## src/dmps_pkg.sv

```systemverilog
// Shared widths and defaults for the diamond max path sum unit.
`default_nettype none
package dmps_pkg;
  localparam int CELL_W         = 15;
  localparam int SUM_W          = 24;
  localparam int FLOOR_W        = 8;
  localparam int MAX_FLOORS_DEF = 128;
  localparam logic [SUM_W-1:0] SUM_MAX = {SUM_W{1'b1}};

  typedef logic [CELL_W-1:0]  cell_t;
  typedef logic [SUM_W-1:0]   sum_t;
  typedef logic [FLOOR_W-1:0] floor_t;

  function automatic sum_t sat_add(input cell_t v, input sum_t p);
    logic [SUM_W:0] s;
    s = {1'b0, p} + (SUM_W+1)'(v);
    return s[SUM_W] ? SUM_MAX : s[SUM_W-1:0];
  endfunction

  function automatic sum_t max2(input sum_t a, input sum_t b);
    return (a > b) ? a : b;
  endfunction
endpackage
`default_nettype wire

```

## src/diamond_max_path_sum_unit.sv

```systemverilog
// Top level of the diamond max path sum unit: row store, two-stage update, result queue.
//
// Takes one cell per clock, back to back, in row-major diamond order, and gives the
// best top-to-bottom path sum of each case, through stage 2 and the result queue.
// The rate is set by the row store, a memory with one read and one write port:
// each cell reads one entry in its accept cycle and writes its own entry in the
// next; the other predecessor is carried in a register, and a read that meets
// the write of the cell just before it is forwarded. Results wait in a
// two-entry queue, so input is held off only when that queue could overflow.
// A write of cfg_floor_count abandons any case in progress; write it only when
// the unit is idle. Entries of the row store are read only after written, so
// there is no clearing pass after reset.
`default_nettype none
module diamond_max_path_sum_unit #(
  parameter int MAX_FLOORS = dmps_pkg::MAX_FLOORS_DEF
) (
  input  wire                    clk,
  input  wire                    rst_n,
  input  wire                    cfg_wr_en,
  input  wire dmps_pkg::floor_t  cfg_floor_count,
  input  wire                    in_valid,
  output logic                   in_stall,
  input  wire dmps_pkg::cell_t   in_cell_value,
  output logic                   out_valid,
  input  wire                    out_stall,
  output dmps_pkg::sum_t         out_path_max
);
  import dmps_pkg::*;

  localparam int CW = (MAX_FLOORS > 1) ? $clog2(MAX_FLOORS) : 1;
  localparam int RW = CW + 1;

  typedef logic [CW-1:0] col_t;
  typedef logic [RW-1:0] row_t;

  // configuration
  row_t n_r, last_row_r;
  row_t n_nxt;

  // stage 1 position
  row_t row_r;
  col_t col_r;
  logic accept;
  logic upper, last_in_row, last_case;
  row_t lim;
  col_t rd_addr;

  // stage 2
  logic s2_valid_r, s2_upper_r, s2_first_row_r, s2_has_left_r, s2_has_up_r;
  logic s2_col0_r, s2_last_row_end_r, s2_last_r;
  col_t s2_col_r;
  cell_t s2_val_r;
  sum_t rd_data_r, fwd_data_r;
  logic fwd_r;
  sum_t mem_q, pred, sum;
  sum_t held_left_r, carry_r, col0_val_r;

  sum_t row_mem [MAX_FLOORS];

  // result queue
  sum_t q_r [2];
  logic wr_ptr_r, rd_ptr_r;
  logic [1:0] cnt_r, occ;
  logic push, pop;

  always_comb begin
    if (cfg_floor_count == '0) begin
      n_nxt = row_t'(1);
    end else if (32'(cfg_floor_count) > 32'(MAX_FLOORS)) begin
      n_nxt = row_t'(MAX_FLOORS);
    end else begin
      n_nxt = row_t'(cfg_floor_count);
    end
  end

  assign accept      = in_valid && !in_stall;
  assign upper       = row_r < n_r;
  assign lim         = upper ? row_r : (last_row_r - row_r);
  assign last_in_row = row_t'(col_r) == lim;
  assign last_case   = last_in_row && (row_r == last_row_r);
  assign rd_addr     = upper ? col_r : col_t'(col_r + col_t'(1));

  always_ff @(posedge clk) begin
    if (!rst_n) begin
      n_r        <= row_t'(1);
      last_row_r <= '0;
      row_r      <= '0;
      col_r      <= '0;
    end else if (cfg_wr_en) begin
      n_r        <= n_nxt;
      last_row_r <= row_t'({n_nxt, 1'b0} - (RW+1)'(2));
      row_r      <= '0;
      col_r      <= '0;
    end else if (accept) begin
      if (last_case) begin
        row_r <= '0;
        col_r <= '0;
      end else if (last_in_row) begin
        row_r <= row_r + row_t'(1);
        col_r <= '0;
      end else begin
        col_r <= col_r + col_t'(1);
      end
    end
  end

  always_ff @(posedge clk) begin
    if (!rst_n) begin
      s2_valid_r <= 1'b0;
    end else begin
      s2_valid_r <= accept;
    end
  end

  always_ff @(posedge clk) begin
    if (accept) begin
      s2_upper_r        <= upper;
      s2_first_row_r    <= row_r == '0;
      s2_has_left_r     <= col_r != '0;
      s2_has_up_r       <= row_t'(col_r) < row_r;
      s2_col0_r         <= col_r == '0;
      s2_last_row_end_r <= last_in_row;
      s2_last_r         <= last_case;
      s2_col_r          <= col_r;
      s2_val_r          <= in_cell_value;
      rd_data_r         <= row_mem[rd_addr];
      fwd_r             <= s2_valid_r && (s2_col_r == rd_addr);
      fwd_data_r        <= sum;
    end
  end

  assign mem_q = fwd_r ? fwd_data_r : rd_data_r;

  always_comb begin
    if (s2_upper_r) begin
      if (s2_first_row_r) begin
        pred = '0;
      end else if (s2_has_left_r && s2_has_up_r) begin
        pred = max2(held_left_r, mem_q);
      end else if (s2_has_left_r) begin
        pred = held_left_r;
      end else begin
        pred = mem_q;
      end
    end else begin
      pred = max2(s2_col0_r ? col0_val_r : carry_r, mem_q);
    end
  end

  assign sum = sat_add(s2_val_r, pred);

  always_ff @(posedge clk) begin
    if (s2_valid_r) begin
      row_mem[s2_col_r] <= sum;
    end
  end

  always_ff @(posedge clk) begin
    if (!rst_n) begin
      held_left_r <= '0;
      carry_r     <= '0;
    end else if (cfg_wr_en) begin
      held_left_r <= '0;
      carry_r     <= '0;
    end else if (s2_valid_r) begin
      held_left_r <= s2_last_row_end_r ? '0 : mem_q;
      carry_r     <= mem_q;
    end
  end

  always_ff @(posedge clk) begin
    if (s2_valid_r && s2_col0_r) begin
      col0_val_r <= sum;
    end
  end

  // result queue: a transfer out pops, a finished case pushes
  assign push      = s2_valid_r && s2_last_r;
  assign pop       = out_valid && !out_stall;
  assign out_valid = cnt_r != '0;
  assign out_path_max = q_r[rd_ptr_r];
  assign occ       = cnt_r + {1'b0, push} - {1'b0, pop};
  assign in_stall  = occ[1];

  always_ff @(posedge clk) begin
    if (!rst_n) begin
      wr_ptr_r <= 1'b0;
      rd_ptr_r <= 1'b0;
      cnt_r    <= '0;
    end else begin
      if (push) begin
        wr_ptr_r <= !wr_ptr_r;
      end
      if (pop) begin
        rd_ptr_r <= !rd_ptr_r;
      end
      cnt_r <= occ;
    end
  end

  always_ff @(posedge clk) begin
    if (push) begin
      q_r[wr_ptr_r] <= sum;
    end
  end

  a_queue_bound: assert property (@(posedge clk) disable iff (!rst_n)
    cnt_r != 2'd3)
    else $error("result queue overflow");

  a_last_at_col0: assert property (@(posedge clk) disable iff (!rst_n)
    s2_valid_r && s2_last_r |-> s2_col0_r)
    else $error("case end not at column zero");

  a_fwd_source: assert property (@(posedge clk) disable iff (!rst_n)
    $past(accept) && fwd_r |-> $past(s2_valid_r))
    else $error("forward without a write in flight");

  a_no_push_full: assert property (@(posedge clk) disable iff (!rst_n)
    cnt_r == 2'd2 && !pop |-> !push)
    else $error("push into full result queue");
endmodule
`default_nettype wire

```

## config.mk

```make
export PLATFORM = sky130hd
export DESIGN_NAME = diamond_max_path_sum_unit
export DESIGN_NICKNAME = d
export VERILOG_FILES = /design/src/dmps_pkg.sv /design/src/diamond_max_path_sum_unit.sv
export SDC_FILE = /design/constraint.sdc
export NUM_CORES = 2
export LEC_CHECK = 0
export CORE_MARGIN = 2
export CORE_UTILIZATION = 45
export DETAILED_ROUTE_END_ITERATION = 7
export DONT_BUFFER_PORTS = 1
export PLACE_DENSITY = 0.71
export SYNTH_ARGS = -nofsm -noshare
export SYNTH_HDL_FRONTEND = slang
export SYNTH_SLANG_ARGS = --single-unit
```

## constraint.sdc

```tcl
create_clock -name clk -period 17.6 [get_ports clk]
set_input_delay 4.4 -clock clk [delete_from_list [all_inputs] [get_ports clk]]
set_output_delay 4.4 -clock clk [all_outputs]
set_load 0.1 [all_outputs]
```

==> impl_metrics.env <==
export IMPL_fp_dieW_um=565
export IMPL_drc=5
export IMPL_min_period_ns=10.40
export IMPL_rows=205
export IMPL_irDropWorstVdd_mv=0.206
export IMPL_synth_main_ff_cell="edfxtp_1"
export IMPL_fin_tns_setup_ns=0
export IMPL_synth_fa_ha_area_frac=0.00832
export IMPL_gp_congestion=0.889
export IMPL_synthArstFlopShare=0
export IMPL_status="finished with violations"
export IMPL_synth_seq_cells=3306
export IMPL_cts_sinks=3306
export IMPL_grt_use_total=0.270
export IMPL_clock_latency_ns=0.91
export IMPL_yosysSeqAreaShare=0.695
export IMPL_fillers=25556
export IMPL_path_max_fanout=4
export IMPL_clock_skew_final_ns=0.0421
export IMPL_cp_arrival_ns=6.00
export IMPL_setup_viol=0
export IMPL_worst_slack_ns=7.20
export IMPL_syn_area_per_cell_um2=13.7
export IMPL_drt_iter0_drc=16901
export IMPL_startpoint_type="input pin"
export IMPL_synthMuxAreaShare=0.0492
export IMPL_synth_xor_area_share=0.00348
export IMPL_path_delay_family="buffers and inverters"
export IMPL_synth_top_family_by_area="compound AO/OA/AOI/OAI gates"
export IMPL_via_per_inst=6.80
export IMPL_rsz0062_at_grt="no"
export IMPL_synthSimpleGateAreaFrac=0.0713
export IMPL_synth_edf_count=3222
export IMPL_cp_cell_sequence="nor2b_1 -> ha_1 -> inv_1 -> ha_1 -> xor2_1 -> xnor2_1 -> inv_1"
export IMPL_synth_cells=10333
export IMPL_drive_gt1_frac=0.0992
export IMPL_grt_max_degree=149
export IMPL_final_cell_mix="3222 x edfxtp_1, 1239 x nand2_1, 712 x a221oi_1, 672 x a21oi_1, 623 x mux2i_1"
export IMPL_initial_utilization=0.453
export IMPL_place_area_um2=147000
export IMPL_final_cell_area_um2=157000
export IMPL_fin_crit_sh=0.591
export IMPL_yosys_warnings=0
export IMPL_cts_buffer_depth=4
export IMPL_cap_viol_max_count=0
export IMPL_timing_hold_violations_final=0
export IMPL_dieArea_um2=319000
export IMPL_hold_class="reg -> reg"
export IMPL_drt_total_wl_um=449000
export IMPL_synth_area_um2=142000
export IMPL_synth_compound_area_frac=0.144
export IMPL_hpwl_um=237000
export IMPL_holdWs_ns=0.471
export IMPL_fin_cells=14531
export IMPL_first_global_vias=93923
export IMPL_clk_pin_slew_ns=0.06
export IMPL_via_count=98865
export IMPL_fin_util=0.501
export IMPL_slew_viol_final=0
export IMPL_cts_made_buffers=326
export IMPL_ctsHoldBuffers=0
export IMPL_synth_fp_nets=10454
export IMPL_grt_first_pass_wirelength_um=638000
export IMPL_antenna_found_initial=19
export IMPL_pre_cts_slack_ns=7.18
export IMPL_pin_count=54
export IMPL_grt_overflow=0
export IMPL_p_total_mw=25.3
export IMPL_max_slew_margin_rel=0.0215
export IMPL_worstPathRequired_ns=13.20
export IMPL_avgRoutedWirePerCell_um=30.9
export IMPL_io_buffer_count=0
export IMPL_crit_path_end_kind="primary output"
export IMPL_drtAntennaViolNets=0
export IMPL_timing_fmax_ghz=0.0962
export IMPL_violations="DRC"
export IMPL_powerDensity_nw_per_um2=162
export IMPL_layout_nets=10254
export IMPL_worst_pin_slew_ns=1.46
export IMPL_final_common_cell="edfxtp_1"
export IMPL_crit_type="in -> out"
export IMPL_die_y_um=565
export IMPL_power_leakage_nw=52.9
export IMPL_syn_to_final_growth_pct=10.7
export IMPL_slowest_delay_ns=0.63
export IMPL_post_cts_buffers=0
export IMPL_core_area_um2=312000
export IMPL_cts_resized=0
export IMPL_dp_cells=13944
export IMPL_yosysUniqueCellTypes=76
export IMPL_clockRootBuffer="clkbuf_16"
export IMPL_slowest_stage="inv_1"
export IMPL_drtPass1Iterations=8
export IMPL_cp_num_buf_inv=2
export IMPL_htreeDepth=5
export IMPL_cts_tree="done"
==> flip-flops by register name, indices dropped and copies added, names as in the netlist, 2 cells and up, named ones only <==
| signal | cells |
|---|---|
| last_row_r | 7 |
| fwd_data_r | 24 |
| q_r | 48 |
| held_left_r | 24 |
| carry_r | 24 |
| row_r | 8 |
| col_r | 7 |
| cnt_r | 2 |
| rd_data_r | 24 |
| s2_val_r | 15 |
| col0_val_r | 24 |
| n_r | 8 |
| s2_col_r | 7 |
| row_mem | 3072 |
==> cells by family (layout without fill, tap and decap cells) <==
kind of cell	Yosys count	in the layout
flops	3306	3306
compound gates	2952	2952
simple gates	2349	2349
buf+inv	893	944
mux	688	688
fa+ha+maj	93	93
xor+xnor	52	52
other cells	0	7
==> path summary, 6_finish.rpt <==
kind / from / end / slack [ns] / cells after the start
worst max-delay path: out_stall / in_stall / 7.20 / 7
worst min-delay path: n_r[0]$_SDFFE_PN1P_ / n_r[0]$_SDFFE_PN1P_ / 0.47 / 1
worst max register to register: fwd_r$_DFFE_PP_ / row_mem[80][4]$_DFFE_PP_ / 7.59 / 24
worst min register to register: n_r[0]$_SDFFE_PN1P_ / n_r[0]$_SDFFE_PN1P_ / 0.47 / 1
==> layout make-up <==
class / instances / area, um^2 / area share
flip-flops and latches: 3306 / 98400 / 0.628
multi-input cells: 6134 / 40100 / 0.256
clock buffers: 420 / 8700 / 0.0555
well taps: 4140 / 5180 / 0.0331
repair buffers: 322 / 2680 / 0.0171
clock inverters: 159 / 1420 / 0.00906
inverters: 43 / 174 / 0.00111
diodes: 7 / 17.5 / 0.000112
==> cell usage after synthesis, types with 22 or more instances <==
cell type,count,area (um^2)
a221oi_1,712,6240
o22ai_1,339,2120
xnor2_1,28,245
buf_4,39,293
edfxtp_1,3222,96800
a2111oi_0,115,1010
mux2i_1,627,6280
or4_1,25,188
buf_2,286,1430
mux2_2,60,676
o31ai_1,22,165
nor2b_1,45,282
o21ai_0,503,2520
a211oi_1,29,218
buf_1,69,259
a31oi_1,137,857
clkbuf_1,441,1660
ha_1,91,1140
a21oi_1,673,3370
nor2_1,521,1960
nand4_1,44,275
dfxtp_1,84,1680
inv_1,42,158
nor4_1,207,1290
or3_1,24,150
a221o_1,208,2080
a22o_1,120,1050
nand3_1,53,265
xor2_1,22,193
nand2_1,1260,4730
nor3_1,112,561
==> power breakdown <==
| part | total (mW) | leakage, nW | internal (mW) | switching (mW) |
|---|---|---|---|---|
| clock | 6.77 | 4.93 | 3.79 | 2.97 |
| combinational | 6.94 | 18.0 | 1.37 | 5.57 |
| sequential | 11.6 | 29.9 | 11.5 | 0.113 |
| total | 25.3 | 52.9 | 16.7 | 8.65 |
==> per-layer routing <==
metal	part of all wire	global-route usage	wire length, um	vias up
li1	-	-	-	40729
met2	0.45	0.415	200000	7672
met4	0.055	0.141	24800	22
met5	0.00044	0.00164	197	-
met1	0.36	0.357	162000	49220
met3	0.14	0.0652	61600	1222
Power figures use the tool's default switching activity.
